**config.mk**
```make
export PLATFORM = sky130hd
export DESIGN_NAME = metronome_click_generator
export DESIGN_NICKNAME = d
export VERILOG_FILES = /design/src/hdl/mcg_pkg.sv /design/src/hdl/mcg_mul.sv /design/src/hdl/mcg_div.sv /design/src/hdl/mcg_core.sv /design/src/hdl/metronome_click_generator.sv
export SDC_FILE = /design/constraint.sdc
export NUM_CORES = 2
export LEC_CHECK = 0
export BUFFER_PORTS_ARGS = -buffer_cell sky130_fd_sc_hd__buf_2
export CAP_MARGIN = 5
export CORE_MARGIN = 8
export CORE_UTILIZATION = 60
export CTS_BUF_LIST = sky130_fd_sc_hd__clkbuf_4 sky130_fd_sc_hd__clkbuf_8
export DETAILED_ROUTE_END_ITERATION = 8
export PLACE_DENSITY = 0.77
export SLEW_MARGIN = 20
export SYNTH_ARGS = -nofsm -noshare
export SYNTH_HDL_FRONTEND = slang
export SYNTH_SLANG_ARGS = --single-unit
```
**constraint.sdc**
```tcl
create_clock -name aclk -period 9.9 [get_ports aclk]
set_input_delay 0.99 -clock aclk [delete_from_list [all_inputs] [get_ports aclk]]
set_output_delay 0.99 -clock aclk [all_outputs]
set_load 0.02 [all_outputs]
```
**src/hdl/mcg_pkg.sv**
```systemverilog
// Shared constants, types and state codes for the metronome click generator.
`timescale 1ns / 1ps

package mcg_pkg;

    // Sine resolution and count-in length.
    localparam int SINE_TABLE_BITS = 10;
    localparam int COUNT_IN_BEATS  = 4;
    localparam int QUARTER_BITS    = SINE_TABLE_BITS - 2;
    localparam int SINE_X_SHIFT    = 18 - SINE_TABLE_BITS;

    // Field and state widths.
    localparam int PHASE_W = 24;
    localparam int COUNT_W = 23;
    localparam int BEAT_W  = 16;
    localparam int LEN_W   = 16;
    localparam int GAIN_W  = 16;
    localparam int SPB_W   = 20;
    localparam int BPB_W   = 5;
    localparam int POS_W   = 32;
    localparam int SAMPLE_W = 16;
    localparam int ACC_W   = SAMPLE_W + 1;

    // Shared multiplier and divider widths.
    localparam int MUL_W  = 17;
    localparam int PROD_W = 2 * MUL_W;
    localparam int DEN_W  = 2 * LEN_W;
    localparam int NUM_W  = 2 * LEN_W + 16;
    localparam int QUO_W  = 17;
    localparam int DIV_CNT_W = $clog2(QUO_W + 1);

    localparam int CFG_INDEX_W = 3;
    localparam int CFG_DATA_W  = 24;

    localparam logic [COUNT_W-1:0] COUNT_MAX = '1;

    localparam logic [MUL_W-1:0] AMP_DOWN = 17'd16384;
    localparam logic [MUL_W-1:0] AMP_UP   = 17'd10486;
    localparam logic [MUL_W-1:0] SINE_C1  = 17'd4640;
    localparam logic [MUL_W-1:0] SINE_C2  = 17'd42047;
    localparam logic [MUL_W-1:0] SINE_C3  = 17'd102944;

    typedef enum logic [1:0] {
        FUNC_TICK   = 2'd0,
        FUNC_START  = 2'd1,
        FUNC_CANCEL = 2'd2,
        FUNC_UNUSED = 2'd3
    } func_t;

    typedef enum logic [CFG_INDEX_W-1:0] {
        REG_SPB       = 3'd0,
        REG_BPB       = 3'd1,
        REG_MET_EN    = 3'd2,
        REG_GAIN      = 3'd3,
        REG_DOWN_LEN  = 3'd4,
        REG_UP_LEN    = 3'd5,
        REG_DOWN_STEP = 3'd6,
        REG_UP_STEP   = 3'd7
    } cfg_reg_t;

    typedef struct packed {
        logic [SPB_W-1:0]   spb;
        logic [BPB_W-1:0]   bpb;
        logic               met_en;
        logic [GAIN_W-1:0]  gain;
        logic [LEN_W-1:0]   down_len;
        logic [LEN_W-1:0]   up_len;
        logic [PHASE_W-1:0] down_step;
        logic [PHASE_W-1:0] up_step;
    } cfg_t;

    localparam cfg_t CFG_RESET = '{
        spb:       20'd24000,
        bpb:       5'd4,
        met_en:    1'b0,
        gain:      16'd32768,
        down_len:  16'd2880,
        up_len:    16'd1920,
        down_step: 24'd548056,
        up_step:   24'd365780
    };

    typedef struct packed {
        logic [1:0]       func;
        logic [POS_W-1:0] beat_position;
        logic             playing;
    } item_t;

    typedef struct packed {
        logic signed [SAMPLE_W-1:0] click_sample;
        logic                       count_in_done;
        logic                       counting_in;
    } res_t;

    typedef struct packed {
        logic idle;
        logic res_valid;
    } core_stat_t;

    typedef enum logic [4:0] {
        ST_IDLE,
        ST_CNT,
        ST_CNT_END,
        ST_MET,
        ST_MET_HIT,
        ST_MOD,
        ST_R_CHK,
        ST_R_RR,
        ST_R_LL,
        ST_R_DIV,
        ST_R_DIVW,
        ST_R_X2,
        ST_R_P1,
        ST_R_P2,
        ST_R_P3,
        ST_R_Y,
        ST_R_ACC,
        ST_OUT
    } state_t;

endpackage

```
**src/hdl/mcg_mul.sv**
```systemverilog
// Shared unsigned multiplier with a registered product.
`timescale 1ns / 1ps

module mcg_mul
    import mcg_pkg::*;
(
    input  logic              aclk,
    input  logic [MUL_W-1:0]  a,
    input  logic [MUL_W-1:0]  b,
    output logic [PROD_W-1:0] prod
);

    logic [PROD_W-1:0] prod_reg;

    always_ff @(posedge aclk) begin
        prod_reg <= PROD_W'(a) * PROD_W'(b);
    end

    assign prod = prod_reg;

endmodule

```
**src/hdl/mcg_div.sv**
```systemverilog
// Restoring divider producing one quotient bit per cycle, with remainder.
`timescale 1ns / 1ps

module mcg_div
    import mcg_pkg::*;
(
    input  logic             aclk,
    input  logic             aresetn,
    input  logic             start,
    input  logic [NUM_W-1:0] num,
    input  logic [DEN_W-1:0] den,
    output logic             busy,
    output logic             done,
    output logic [QUO_W-1:0] quo,
    output logic [NUM_W-1:0] rem
);

    // The quotient is known to fit in QUO_W bits, so the divisor starts
    // shifted up by QUO_W-1 places and walks down one place per cycle.
    logic                 busy_reg, busy_next;
    logic                 done_reg, done_next;
    logic [DIV_CNT_W-1:0] cnt_reg, cnt_next;
    logic [NUM_W-1:0]     rem_reg, rem_next;
    logic [NUM_W-1:0]     den_sh_reg, den_sh_next;
    logic [QUO_W-1:0]     quo_reg, quo_next;

    always_comb begin
        busy_next   = busy_reg;
        done_next   = 1'b0;
        cnt_next    = cnt_reg;
        rem_next    = rem_reg;
        den_sh_next = den_sh_reg;
        quo_next    = quo_reg;
        if (start) begin
            busy_next   = 1'b1;
            cnt_next    = DIV_CNT_W'(QUO_W);
            rem_next    = num;
            den_sh_next = NUM_W'(den) << (QUO_W - 1);
            quo_next    = '0;
        end else if (busy_reg) begin
            if (rem_reg >= den_sh_reg) begin
                rem_next = rem_reg - den_sh_reg;
                quo_next = {quo_reg[QUO_W-2:0], 1'b1};
            end else begin
                quo_next = {quo_reg[QUO_W-2:0], 1'b0};
            end
            den_sh_next = den_sh_reg >> 1;
            cnt_next    = cnt_reg - 1'b1;
            if (cnt_reg == DIV_CNT_W'(1)) begin
                busy_next = 1'b0;
                done_next = 1'b1;
            end
        end
    end

    always_ff @(posedge aclk) begin
        if (!aresetn) begin
            busy_reg <= 1'b0;
            done_reg <= 1'b0;
            cnt_reg  <= '0;
        end else begin
            busy_reg <= busy_next;
            done_reg <= done_next;
            cnt_reg  <= cnt_next;
        end
    end

    always_ff @(posedge aclk) begin
        rem_reg    <= rem_next;
        den_sh_reg <= den_sh_next;
        quo_reg    <= quo_next;
    end

    assign busy = busy_reg;
    assign done = done_reg;
    assign quo  = quo_reg;
    assign rem  = rem_reg;

endmodule

```
**src/hdl/mcg_core.sv**
```systemverilog
// Sequencer holding count-in, metronome and click state around the shared units.
`timescale 1ns / 1ps

module mcg_core
    import mcg_pkg::*;
(
    input  logic       aclk,
    input  logic       aresetn,
    input  cfg_t       cfg,
    input  logic       start,
    input  item_t      item,
    input  logic       res_take,
    output core_stat_t stat,
    output res_t       res
);

    state_t state_reg, state_next;
    logic   pass_reg, pass_next;

    logic [COUNT_W-1:0]  count_left_reg, count_left_next;
    logic [COUNT_W-1:0]  count_total_reg, count_total_next;
    logic [COUNT_W-1:0]  count_nb_reg, count_nb_next;
    logic [BEAT_W-1:0]   metro_reg, metro_next;
    logic [LEN_W-1:0]    click_rem_reg, click_rem_next;
    logic [LEN_W-1:0]    click_len_reg, click_len_next;
    logic [PHASE_W-1:0]  phase_reg, phase_next;
    logic [PHASE_W-1:0]  step_reg, step_next;
    logic                is_down_reg, is_down_next;
    logic signed [ACC_W-1:0] acc_reg, acc_next;
    logic                done_reg, done_next;

    // Working registers of one item.
    logic [POS_W-1:0]    bp_reg, bp_next;
    logic                playing_reg, playing_next;
    logic [GAIN_W-1:0]   m_reg, m_next;
    logic [DEN_W-1:0]    rem2_reg, rem2_next;
    logic [GAIN_W-1:0]   m2_reg, m2_next;
    logic [MUL_W-1:0]    x_reg, x_next;
    logic [MUL_W-1:0]    x2_reg, x2_next;
    logic                neg_reg, neg_next;

    logic [MUL_W-1:0]    mul_a, mul_b;
    logic [PROD_W-1:0]   prod;
    logic                div_start, div_busy, div_done;
    logic [NUM_W-1:0]    div_num, div_rem;
    logic [DEN_W-1:0]    div_den;
    logic [QUO_W-1:0]    div_quo;

    logic                click_load, click_down;

    logic [SPB_W-1:0]    spb_eff;
    logic [BPB_W-1:0]    bpb_eff;
    logic [SPB_W+4:0]    cin_total;
    logic [COUNT_W:0]    cnb_sum;
    logic [COUNT_W-1:0]  elapsed;
    logic [POS_W-1:0]    metro_pos;
    logic [POS_W:0]      bp_hi;
    logic [POS_W:0]      bp_ceil;

    logic [SINE_TABLE_BITS-1:0] sine_idx;
    logic [1:0]                 sine_q;
    logic [QUARTER_BITS:0]      sine_r;
    logic [MUL_W:0]             y_round;
    logic [MUL_W-1:0]           s_mag;
    logic signed [ACC_W-1:0]    mag_s;

    mcg_mul u_mul (
        .aclk (aclk),
        .a    (mul_a),
        .b    (mul_b),
        .prod (prod)
    );

    mcg_div u_div (
        .aclk    (aclk),
        .aresetn (aresetn),
        .start   (div_start),
        .num     (div_num),
        .den     (div_den),
        .busy    (div_busy),
        .done    (div_done),
        .quo     (div_quo),
        .rem     (div_rem)
    );

    assign spb_eff   = (cfg.spb == '0) ? SPB_W'(1) : cfg.spb;
    assign bpb_eff   = (cfg.bpb == '0) ? BPB_W'(1) : cfg.bpb;
    assign cin_total = (SPB_W+5)'(spb_eff) * (SPB_W+5)'(COUNT_IN_BEATS);
    assign cnb_sum   = (COUNT_W+1)'(count_nb_reg) + (COUNT_W+1)'(spb_eff);
    assign elapsed   = count_total_reg - count_left_reg;
    assign metro_pos = {metro_reg, 16'h0000};
    assign bp_hi     = (POS_W+1)'(bp_reg) + (POS_W+1)'(32'h0001_8000);
    assign bp_ceil   = (POS_W+1)'(bp_reg) + (POS_W+1)'(32'h0000_FFFF);

    // Quarter-wave mapping: mirror the fraction in the odd quarters.
    assign sine_idx = phase_reg[PHASE_W-1 -: SINE_TABLE_BITS];
    assign sine_q   = sine_idx[SINE_TABLE_BITS-1 -: 2];
    assign sine_r   = sine_q[0]
                    ? ({1'b1, {QUARTER_BITS{1'b0}}} - {1'b0, sine_idx[QUARTER_BITS-1:0]})
                    : {1'b0, sine_idx[QUARTER_BITS-1:0]};

    assign y_round = ((MUL_W+1)'(prod[PROD_W-1:16]) + (MUL_W+1)'(1)) >> 1;
    assign s_mag   = (y_round > (MUL_W+1)'(32767)) ? MUL_W'(32767) : y_round[MUL_W-1:0];
    assign mag_s   = $signed({1'b0, prod[30:15]});

    always_comb begin
        state_next       = state_reg;
        pass_next        = pass_reg;
        count_left_next  = count_left_reg;
        count_total_next = count_total_reg;
        count_nb_next    = count_nb_reg;
        metro_next       = metro_reg;
        click_rem_next   = click_rem_reg;
        click_len_next   = click_len_reg;
        phase_next       = phase_reg;
        step_next        = step_reg;
        is_down_next     = is_down_reg;
        acc_next         = acc_reg;
        done_next        = done_reg;
        bp_next          = bp_reg;
        playing_next     = playing_reg;
        m_next           = m_reg;
        rem2_next        = rem2_reg;
        m2_next          = m2_reg;
        x_next           = x_reg;
        x2_next          = x2_reg;
        neg_next         = neg_reg;
        mul_a            = '0;
        mul_b            = '0;
        div_start        = 1'b0;
        div_num          = {rem2_reg, 16'h0000};
        div_den          = prod[DEN_W-1:0];
        click_load       = 1'b0;
        click_down       = 1'b0;
        stat.idle        = 1'b0;
        stat.res_valid   = 1'b0;

        case (state_reg)
            ST_IDLE: begin
                stat.idle = 1'b1;
                if (start) begin
                    acc_next     = '0;
                    done_next    = 1'b0;
                    bp_next      = item.beat_position;
                    playing_next = item.playing;
                    case (func_t'(item.func))
                        FUNC_START: begin
                            if (cin_total > (SPB_W+5)'(COUNT_MAX)) begin
                                count_total_next = COUNT_MAX;
                                count_left_next  = COUNT_MAX;
                            end else begin
                                count_total_next = cin_total[COUNT_W-1:0];
                                count_left_next  = cin_total[COUNT_W-1:0];
                            end
                            count_nb_next = '0;
                            state_next    = ST_OUT;
                        end
                        FUNC_CANCEL: begin
                            count_left_next = '0;
                            state_next      = ST_OUT;
                        end
                        FUNC_TICK: begin
                            state_next = ST_CNT;
                        end
                        default: begin
                            state_next = ST_OUT;
                        end
                    endcase
                end
            end

            ST_CNT: begin
                if (count_left_reg != '0) begin
                    if (elapsed >= count_nb_reg) begin
                        click_load = 1'b1;
                        click_down = (count_nb_reg == '0);
                        count_nb_next = cnb_sum[COUNT_W] ? COUNT_MAX : cnb_sum[COUNT_W-1:0];
                    end
                    pass_next  = 1'b0;
                    state_next = ST_R_CHK;
                end else begin
                    state_next = ST_MET;
                end
            end

            ST_CNT_END: begin
                count_left_next = count_left_reg - 1'b1;
                if (count_left_reg == COUNT_W'(1)) begin
                    done_next      = 1'b1;
                    click_rem_next = '0;
                end
                state_next = ST_MET;
            end

            ST_MET: begin
                if (cfg.met_en && playing_reg) begin
                    pass_next = 1'b1;
                    if (bp_reg <= 32'hFFFF_0000) begin
                        if (metro_pos < bp_reg || (POS_W+1)'(metro_pos) > bp_hi) begin
                            metro_next = bp_ceil[POS_W-1:16];
                        end
                        state_next = ST_MET_HIT;
                    end else begin
                        state_next = ST_R_CHK;
                    end
                end else begin
                    if (count_left_reg == '0) begin
                        click_rem_next = '0;
                    end
                    state_next = ST_OUT;
                end
            end

            ST_MET_HIT: begin
                if (bp_reg >= metro_pos) begin
                    div_start  = 1'b1;
                    div_num    = NUM_W'(metro_reg);
                    div_den    = DEN_W'(bpb_eff);
                    state_next = ST_MOD;
                end else begin
                    state_next = ST_R_CHK;
                end
            end

            ST_MOD: begin
                if (div_done) begin
                    click_load = 1'b1;
                    click_down = (div_rem == '0);
                    metro_next = metro_reg + 1'b1;
                    state_next = ST_R_CHK;
                end
            end

            ST_R_CHK: begin
                if (click_rem_reg == '0 || click_len_reg == '0) begin
                    state_next = pass_reg ? ST_OUT : ST_CNT_END;
                end else begin
                    mul_a      = MUL_W'(cfg.gain);
                    mul_b      = is_down_reg ? AMP_DOWN : AMP_UP;
                    state_next = ST_R_RR;
                end
            end

            ST_R_RR: begin
                m_next     = prod[30:15];
                mul_a      = MUL_W'(click_rem_reg);
                mul_b      = MUL_W'(click_rem_reg);
                state_next = ST_R_LL;
            end

            ST_R_LL: begin
                rem2_next  = prod[DEN_W-1:0];
                mul_a      = MUL_W'(click_len_reg);
                mul_b      = MUL_W'(click_len_reg);
                state_next = ST_R_DIV;
            end

            ST_R_DIV: begin
                div_start  = 1'b1;
                state_next = ST_R_DIVW;
            end

            ST_R_DIVW: begin
                if (div_done) begin
                    mul_a      = MUL_W'(m_reg);
                    mul_b      = div_quo;
                    state_next = ST_R_X2;
                end
            end

            ST_R_X2: begin
                m2_next    = prod[31:16];
                x_next     = MUL_W'(sine_r) << SINE_X_SHIFT;
                neg_next   = sine_q[1];
                mul_a      = MUL_W'(sine_r) << SINE_X_SHIFT;
                mul_b      = MUL_W'(sine_r) << SINE_X_SHIFT;
                state_next = ST_R_P1;
            end

            ST_R_P1: begin
                x2_next    = prod[32:16];
                mul_a      = SINE_C1;
                mul_b      = prod[32:16];
                state_next = ST_R_P2;
            end

            ST_R_P2: begin
                mul_a      = SINE_C2 - prod[32:16];
                mul_b      = x2_reg;
                state_next = ST_R_P3;
            end

            ST_R_P3: begin
                mul_a      = SINE_C3 - prod[32:16];
                mul_b      = x_reg;
                state_next = ST_R_Y;
            end

            ST_R_Y: begin
                mul_a      = MUL_W'(m2_reg);
                mul_b      = s_mag;
                state_next = ST_R_ACC;
            end

            ST_R_ACC: begin
                acc_next       = neg_reg ? (acc_reg - mag_s) : (acc_reg + mag_s);
                phase_next     = phase_reg + step_reg;
                click_rem_next = click_rem_reg - 1'b1;
                state_next     = pass_reg ? ST_OUT : ST_CNT_END;
            end

            ST_OUT: begin
                stat.res_valid = 1'b1;
                if (res_take) begin
                    state_next = ST_IDLE;
                end
            end

            default: begin
                state_next = ST_IDLE;
            end
        endcase

        if (click_load) begin
            click_len_next = click_down ? cfg.down_len : cfg.up_len;
            click_rem_next = click_down ? cfg.down_len : cfg.up_len;
            phase_next     = '0;
            step_next      = click_down ? cfg.down_step : cfg.up_step;
            is_down_next   = click_down;
        end
    end

    always_comb begin
        if (acc_reg > ACC_W'(32767)) begin
            res.click_sample = 16'sh7FFF;
        end else if (acc_reg < -ACC_W'(32768)) begin
            res.click_sample = 16'sh8000;
        end else begin
            res.click_sample = acc_reg[SAMPLE_W-1:0];
        end
        res.count_in_done = done_reg;
        res.counting_in   = (count_left_reg != '0);
    end

    always_ff @(posedge aclk) begin
        if (!aresetn) begin
            state_reg       <= ST_IDLE;
            pass_reg        <= 1'b0;
            count_left_reg  <= '0;
            count_total_reg <= '0;
            count_nb_reg    <= '0;
            metro_reg       <= '0;
            click_rem_reg   <= '0;
            click_len_reg   <= '0;
            phase_reg       <= '0;
            step_reg        <= '0;
            is_down_reg     <= 1'b0;
            acc_reg         <= '0;
            done_reg        <= 1'b0;
        end else begin
            state_reg       <= state_next;
            pass_reg        <= pass_next;
            count_left_reg  <= count_left_next;
            count_total_reg <= count_total_next;
            count_nb_reg    <= count_nb_next;
            metro_reg       <= metro_next;
            click_rem_reg   <= click_rem_next;
            click_len_reg   <= click_len_next;
            phase_reg       <= phase_next;
            step_reg        <= step_next;
            is_down_reg     <= is_down_next;
            acc_reg         <= acc_next;
            done_reg        <= done_next;
        end
    end

    always_ff @(posedge aclk) begin
        bp_reg      <= bp_next;
        playing_reg <= playing_next;
        m_reg       <= m_next;
        rem2_reg    <= rem2_next;
        m2_reg      <= m2_next;
        x_reg       <= x_next;
        x2_reg      <= x2_next;
        neg_reg     <= neg_next;
    end

    // The envelope division relies on the remaining length never exceeding
    // the click length, which keeps the quotient inside the divider width.
    a_rem_le_len: assert property (@(posedge aclk) disable iff (!aresetn)
        click_rem_reg <= click_len_reg)
        else $error("click remaining exceeds click length");

    a_left_le_total: assert property (@(posedge aclk) disable iff (!aresetn)
        count_left_reg <= count_total_reg)
        else $error("count-in remaining exceeds its total");

    a_div_free: assert property (@(posedge aclk) disable iff (!aresetn)
        div_start |-> !div_busy)
        else $error("divider started while busy");

    a_cin_end: assert property (@(posedge aclk) disable iff (!aresetn)
        (state_reg == ST_CNT_END && count_left_reg == COUNT_W'(1))
        |=> (click_rem_reg == '0 && done_reg && count_left_reg == '0))
        else $error("count-in end did not silence the click");

endmodule

```
**src/hdl/metronome_click_generator.sv**
```systemverilog
// Top level of the metronome and count-in click generator.
`timescale 1ns / 1ps

// The block produces one click sample per audio-sample transaction on the
// s_ channel and returns exactly one result transaction on the m_ channel for
// every input. A tick (func 0) renders the count-in click and then the
// metronome click; a start (func 1) arms a count-in and a cancel (func 2)
// stops it, both returning a silent sample.
// Configuration registers are written through cfg_we, cfg_index and
// cfg_wdata, one register per cycle, and must only be changed while the block
// is idle.
// A non-tick transaction goes straight to the output state, and s_ready returns
// in the same cycle that its result enters the output register. A tick steps
// through its bookkeeping states and, for each click that is rendered, waits
// on the envelope division and makes nine passes through the shared
// multiplier; when the metronome starts a new beat it also waits on the
// divider, since the bar position uses the same divider. s_ready is high only
// while idle, so a new tick is taken only once the previous one is through.
// The result sits in an output register, so a new input can be accepted while
// a previous result still waits for m_ready; if the receiver stalls for longer,
// the sequencer holds its result. A synchronous reset clears all beat state.

module metronome_click_generator
    import mcg_pkg::*;
(
    input  logic                       aclk,
    input  logic                       aresetn,

    input  logic                       cfg_we,
    input  logic [CFG_INDEX_W-1:0]     cfg_index,
    input  logic [CFG_DATA_W-1:0]      cfg_wdata,

    input  logic                       s_valid,
    output logic                       s_ready,
    input  logic [1:0]                 s_func,
    input  logic [POS_W-1:0]           s_beat_position,
    input  logic                       s_transport_playing,

    output logic                       m_valid,
    input  logic                       m_ready,
    output logic signed [SAMPLE_W-1:0] m_click_sample,
    output logic                       m_count_in_done,
    output logic                       m_counting_in
);

    cfg_t       cfg_reg, cfg_next;
    core_stat_t stat;
    res_t       res;
    item_t      item;
    logic       core_start;
    logic       res_take;

    logic       m_valid_reg, m_valid_next;
    res_t       m_res_reg, m_res_next;

    // Register file: each write replaces one field, masked to its width.
    always_comb begin
        cfg_next = cfg_reg;
        if (cfg_we) begin
            case (cfg_reg_t'(cfg_index))
                REG_SPB:       cfg_next.spb       = cfg_wdata[SPB_W-1:0];
                REG_BPB:       cfg_next.bpb       = cfg_wdata[BPB_W-1:0];
                REG_MET_EN:    cfg_next.met_en    = cfg_wdata[0];
                REG_GAIN:      cfg_next.gain      = cfg_wdata[GAIN_W-1:0];
                REG_DOWN_LEN:  cfg_next.down_len  = cfg_wdata[LEN_W-1:0];
                REG_UP_LEN:    cfg_next.up_len    = cfg_wdata[LEN_W-1:0];
                REG_DOWN_STEP: cfg_next.down_step = cfg_wdata[PHASE_W-1:0];
                REG_UP_STEP:   cfg_next.up_step   = cfg_wdata[PHASE_W-1:0];
                default:       cfg_next = cfg_reg;
            endcase
        end
    end

    assign s_ready    = stat.idle;
    assign core_start = s_valid && stat.idle;

    assign item = '{func: s_func, beat_position: s_beat_position,
                    playing: s_transport_playing};

    // The sequencer hands its result over once the output register is free.
    assign res_take = !m_valid_reg || m_ready;

    always_comb begin
        m_valid_next = m_valid_reg;
        m_res_next   = m_res_reg;
        if (stat.res_valid && res_take) begin
            m_valid_next = 1'b1;
            m_res_next   = res;
        end else if (m_ready) begin
            m_valid_next = 1'b0;
        end
    end

    mcg_core u_core (
        .aclk     (aclk),
        .aresetn  (aresetn),
        .cfg      (cfg_reg),
        .start    (core_start),
        .item     (item),
        .res_take (res_take),
        .stat     (stat),
        .res      (res)
    );

    always_ff @(posedge aclk) begin
        if (!aresetn) begin
            cfg_reg     <= CFG_RESET;
            m_valid_reg <= 1'b0;
        end else begin
            cfg_reg     <= cfg_next;
            m_valid_reg <= m_valid_next;
        end
    end

    always_ff @(posedge aclk) begin
        m_res_reg <= m_res_next;
    end

    assign m_valid         = m_valid_reg;
    assign m_click_sample  = m_res_reg.click_sample;
    assign m_count_in_done = m_res_reg.count_in_done;
    assign m_counting_in   = m_res_reg.counting_in;

endmodule
```
# --- Word-level counts from Yosys, hierarchy flattened ---
# Cells that the tools add are included.
word_totals:
  output_inout_bits: 20
  ff_bits: 609
  elab_cells: 248
  inputBits: 67
op_classes:
  addsub: 16
  order_cmp: 10
  n_eq_ne: 43
  mux: 85
  multipliers: 1
  n_bitwise: 2
  n_reduce_logical: 49
ops:
  columns: ["op", "n"]
  rows:
  - ["$mux 48", 7]
  - ["$pmux 17 s9", 2]
  - ["$mux 16", 12]
  - ["$mux 23", 7]
  - ["$pmux 23 s2", 3]
  - ["$pmux 5 s18", 1]
  - ["$mux 17", 5]
  - ["$mux 32", 2]
  - ["$mux 5", 11]
  - ["$ge 48x48->1", 1]
  - ["$logic_not 48->1", 1]
  - ["$pmux 16 s3", 1]
  - ["$sub 48x48->48", 1]
  - ["$logic_not 23->1", 2]
  - ["$eq 5x4->1 const B", 8]
  - ["$mul 17x17->34", 1]
  - ["$pmux 17 s2", 1]
  - ["$add 32x17->33 const B", 1]
  - ["$gt 32x33->1", 1]
  - ["$add 32x16->32 const B", 1]
  - ["$ge 32x32->1", 1]
  - ["$le 32x32->1 const B", 1]
  - ["$logic_not 16->1", 2]
  - ["$lt 32x32->1", 1]
  - ["other kinds (59)", 132]

# --- Logic depth before layout (Yosys ltp) ---
depth:
  depth_word: 7
  ltp_mapped: 38
  depth_no_buf: 35

# --- By module ---
# Synthesis repeated with hierarchy kept, for this count alone.
unflattened:
  cells_unflattened: 5044
  area_unflattened_um2: 44704.1
by_module_without_submodules:
  columns: ["module", "cells_per_inst", "instances", "seq_area_each_um2", "area_per_inst_um2"]
  rows:
  - ["mcg_core", 2554, 1, 7467.2, 21296.7]
  - ["mcg_mul", 1145, 1, 680.7, 10248.6]
  - ["mcg_div", 867, 1, 3203.1, 7855.0]
  - ["metronome_click_generator", 478, 1, 3002.9, 5303.8]

# --- Worst setup path before layout ---
# OpenSTA, ideal clock, no wires.
synth_timing:
  kind: "reg-to-reg"
  start: "reg u_core.state_reg[2]"
  end: "reg u_core.u_mul.prod_reg[32], in the netlist u_core.u_mul.prod[32]"
  path_buffers: 3
  path_stages_with_launch: 33
  path_slack_ps: 1332
  setup_ps: 72
  arrival_ps: 8496
  cell_sequence: "dfxtp_1 clkbuf_1 nand2b_1 or2_2 nor2_1 a22oi_1 nand2_1 or3_1 clkbuf_1 clkbuf_1 nand2_1 fa_1 inv_1 fa_1 inv_1 fa_1 inv_1 fa_1 fa_1 inv_1 fa_1 inv_1 ha_1 nand3_1 nor2_1 a21boi_0 o311ai_0 a311oi_1 nor2_1 a31oi_1 a21o_1 a21oi_1 xnor2_1"
synth_via:
  elab_chain_cells: 3
synth_rtl:
  columns: ["element", "line", "source"]
  rows:
  - ["from (decl)", "mcg_core.sv:17", "state_t state_reg, state_next;"]
  - ["from (signal assigned)", "mcg_core.sv:361", "state_reg <= state_next;"]
  - ["$eq 5x4->1 / $eq 5x3->1 (equally long branches)", "mcg_core.sv:138", "case (state_reg)"]
  - ["$pmux 17 s9", "mcg_core.sv:138", null]
  - ["$mul 17x17->34 (*)", "mcg_mul.sv:16", "prod_reg <= PROD_W'(a) * PROD_W'(b);"]
  - ["to (signal assigned)", "mcg_mul.sv:16", null]
  - ["to (decl)", "mcg_mul.sv:13", "logic [PROD_W-1:0] prod_reg;"]
# Every way passes the cells marked *; elsewhere a longest branch is shown, timed or not.
# A chain may end at the register's enable or synchronous reset.

# --- Final worst setup path ---
layout_timing:
  start: "reg u_core.u_mul.prod_reg[16], in the netlist u_core.u_mul.prod[16]"
  end: "reg u_core.u_mul.prod_reg[32], in the netlist u_core.u_mul.prod[32]"
layout_via:
  elab_chain_cells: 5
layout_rtl:
  columns: ["element", "line", "source"]
  rows:
  - ["$add 18x1->18", "mcg_core.sv:102", "assign y_round = ((MUL_W+1)'(prod[PROD_W-1:16]) + (MUL_W+1)'(1)) >> 1;"]
  - ["$gt 17x15->1", "mcg_core.sv:103", "assign s_mag = (y_round > (MUL_W+1)'(32767)) ? MUL_W'(32767) : y_round[MUL_W-1:0];"]
  - ["$mux 17", "mcg_core.sv:103", null]
  - ["$pmux 17 s9", "mcg_core.sv:138", null]
  - ["$mul 17x17->34 (*)", "mcg_mul.sv:16", null]
# Marks and branches as above.

==> impl_metrics.sql <==
INSERT INTO impl_metrics (metric_group, metric, value, unit) VALUES
('power', 'power_report.internal_total', '0.00600', 'W'),
('setup_path', 'largest_stage_delay_worst_path', '850', 'ps'),
('placed_design', 'port_buffers', '86', ''),
('layout', 'final_core_util', '65.7', '%'),
('min_path', 'timing.hold.worst.start', 's_beat_position[10]', ''),
('setup_path', 'critical_path.startpoint_type', 'flop', ''),
('timing', 'max_freq', '0.109', 'GHz'),
('clock_network', 'cts_buffer_depth', '3', ''),
('setup_path', 'setup.worst_path.end_class', 'flop', ''),
('layout', 'areaGrowthSynthToFinish', '8.92', '%'),
('synthesis', 'postSynth.asyncResetShare', '0', '%'),
('setup_path', 'r2r-start', 'u_core.u_mul.prod[16]$_DFF_P_', ''),
('global_routing', 'groute.usage.overall', '28.6', '%'),
('synthesis', 'synth.lib_cells_used.distinct', '96', ''),
('placed_design', 'dpl_worst_slack', '476', 'ps'),
('detailed_routing', 'drt.antenna.violating_nets', '0', ''),
('setup_path', 'crit_arrival', '9830', 'ps'),
('detailed_routing', 'firstDrtPassIters', '7', ''),
('power', 'power.share.clock', '27.3', '%'),
('detailed_routing', 'via_count', '35900', ''),
('power', 'power_frac_seq', '34.1', '%'),
('synthesis', 'ys_dominant_reg_cell', 'dfxtp_1', ''),
('synthesis', 'ff_latch_count_synth', '606', ''),
('timing', 'timing.final.setup_violations', '0', ''),
('floorplanning', 'core-area', '0.0711', 'sq mm'),
('floorplanning', 'design.die.area', '0.0803', 'sq mm'),
('synthesis', 'ys_top_cells_by_area', 'dfxtp_1 (18%), edfxtp_1 (16%), fa_1 (11%)', ''),
('synthesis', 'netlist_instances', '4854', ''),
('synthesis', 'sequential_fraction_of_the_synthesis_area', '33.4', '%'),
('synthesis', 'syn_nets', '5454', ''),
('clock_network', 'cts_num_sinks', '606', ''),
('global_routing', 'globalRoute.totalOverflow', '0', ''),
('timing', 'rsz_0062_raised_after_global_routing', 'no', ''),
('setup_path', 'worstSetupPathType', 'reg2reg', ''),
('timing', 'worst_pin_slew', '1130', 'ps'),
('timing', 'worst_slew_margin_rel', '24.3', '%'),
('synthesis', 'ys_top_cells_by_count', 'nand2_1 (719), inv_1 (436), dfxtp_1 (384)', ''),
('global_routing', 'grt_pass1_wl', '188000', 'microns'),
('clock_network', 'clock_tree.root_cell', 'clkbuf_8', ''),
('detailed_routing', 'detail_route.wirelength', '118000', 'microns'),
('placed_design', 'detailedPlacementHpwl', '86700', 'microns'),
('global_routing', 'antenna_found_initial', '5', ''),
('synthesis', 'postSynthAreaPerCell', '8.84', 'sq um'),
('timing', 'timing.final.max_slew_violations', '0', ''),
('clock_network', 'post_cts_resize_count', '0', ''),
('min_path', 'hp-class', 'in2reg', ''),
('setup_path', 'rr_endpoint', 'u_core.u_mul.prod[32]$_DFF_P_', ''),
('timing', 'fin_tns_setup', '0', 'ps'),
('setup_path', 'timing.critical_path.slowest_stage_cell', 'or4b_1', ''),
('timing', 'finalHoldWorstSlack', '394', 'ps'),
('synthesis', 'synth.largest_area_cell', 'dfxtp_1', ''),
('floorplanning', 'initial_utilization', '60.4', '%'),
('setup_path', 'critical-path-top-cell-by-count', 'fa_1', ''),
('detailed_routing', 'route.detailed.vias_per_inst', '6.06', ''),
('global_routing', 'first_global_vias', '34800', ''),
('detailed_routing', 'initialDrtViolationCount', '4019', ''),
('power', 'leakagePower', '19.8', 'nW'),
('synthesis', 'yosys_warnings', '0', ''),
('timing', 'final.setup_skew', '69.7', 'ps'),
('outcome', 'outcome', 'completed', ''),
('clock_network', 'tritoncts', 'done', ''),
('detailed_routing', 'route.detailed.drc', '0', ''),
('placed_design', 'place.gp.congestion', '0.977', ''),
('timing', 'period_needed', '9160', 'ps'),
('synthesis', 'synth.top_cell.area_share', '17.9', '%'),
('power', 'vdd.ir_drop.worst', '0.000174', 'V'),
('power', 'pwr-share-comb', '38.6', '%'),
('clock_network', 'cts_hold_repair.buffers', '0', ''),
('floorplanning', 'fp.dieH', '283', 'microns'),
('detailed_routing', 'avgRoutedWirePerCell', '19.9', 'microns'),
('setup_path', 'regToRegSetupSlack', '740', 'ps');
layer usage:
metal / share of wire, % / vias up / track usage, %
met1: 42 / 17100 / 38.4
met2: 45 / 1618 / 45.2
met3: 8.5 / 327 / 4.86
met4: 4.7 / 2 / 12.6
met5: 0.0068 / - / 0
li1: - / 16800 / -
power by group through the flow:
stage | clock [W] | combinational [W] | sequential [W]
3_5_place_dp | 0 | 0.00369 | 0.00337
6_report | 0.00267 | 0.00378 | 0.00333
3_3_place_gp | 0 | 0.00361 | 0.00337
5_1_grt | 0.00281 | 0.00417 | 0.00337
2_1_floorplan | 0 | 0.00286 | 0.00325
4_1_cts | 0.00271 | 0.00372 | 0.00332
placed cells by master, fill, tap and decap left out, types with 20 or more instances in the layout:
cell        n
nand2_1   719
inv_1     436
dfxtp_1   383
nor2_1    337
ha_1      305
a21oi_1   279
o21ai_0   244
fa_1      228
edfxtp_1  222
xnor2_1   157
clkbuf_8  119
a21boi_0  114
nand3_1    98
a21o_1     85
buf_2      85
mux2i_1    77
buf_4      74
and2_1     67
nor3_1     66
nor2b_1    63
xor2_1     63
a22oi_1    50
nor4_1     45
nand4_1    41
nand2b_1   39
a22o_1     39
o21a_1     28
o31ai_1    28
or3_1      27
a31oi_1    25
clkinv_2   23
and3_1     22
o21bai_1   20
area by class of cell:
type | instances | area [sq um]
Antenna cell | 5 | 12.5
Clock buffer | 134 | 1750
Clock inverter | 58 | 727
Fill cell | 5914 | 24400
Inverter | 439 | 1650
Multi-Input combinational cell | 3565 | 26000
Sequential cell | 606 | 14400
Tap cell | 950 | 1190
Timing Repair Buffer | 162 | 1020
per-stage QoR:
stage / cell area, sq um / cells
after floorplan: 42900 / 4854
final: 46700 / 5919
after CTS: 46700 / 5913
after detailed placement: 44200 / 5721
after global routing: 46700 / 5916
after global placement: 44200 / 5721
worst max path at each step:
| stage | startpoint | endpoint | slack [ps] | depth (start not counted) |
|---|---|---|---|---|
| after floorplan | u_core.state_reg[2]$_SDFFE_PN0P_ | u_core.u_mul.prod[32]$_DFF_P_ | 1330 | 32 |
| after CTS | u_core.u_mul.prod[16]$_DFF_P_ | u_core.u_mul.prod[32]$_DFF_P_ | 420 | 31 |
| after global routing | u_core.u_mul.prod[20]$_DFF_P_ | u_core.u_mul.prod[32]$_DFF_P_ | 280 | 31 |
| final | u_core.u_mul.prod[16]$_DFF_P_ | u_core.u_mul.prod[32]$_DFF_P_ | 740 | 31 |
| after global placement | u_core.u_mul.prod[16]$_DFF_P_ | u_core.u_mul.prod[32]$_DFF_P_ | 660 | 31 |
| after detailed placement | u_core.u_mul.prod[16]$_DFF_P_ | u_core.u_mul.prod[32]$_DFF_P_ | 480 | 31 |
cell families after synthesis:
logic type | synth area share [%]
mux | 1.82
flops | 33.4
buf+inv | 6.19
compound gates | 17.2
xor+xnor | 4.49
fa+ha+maj | 19.9
simple gates | 17.0
worst max-delay path: cells and delay by family, from the launching register on:
family	cells	cell delay [ps]
XOR/XNOR	1	130
AND/OR/NAND/NOR	8	2330
flip-flops	1	660
AO/OA/AOI/OAI	10	2350
adder cells (fa/ha/maj)	8	3420
buffers and inverters	4	190
Note: power is estimated with default switching activity, not from simulation.
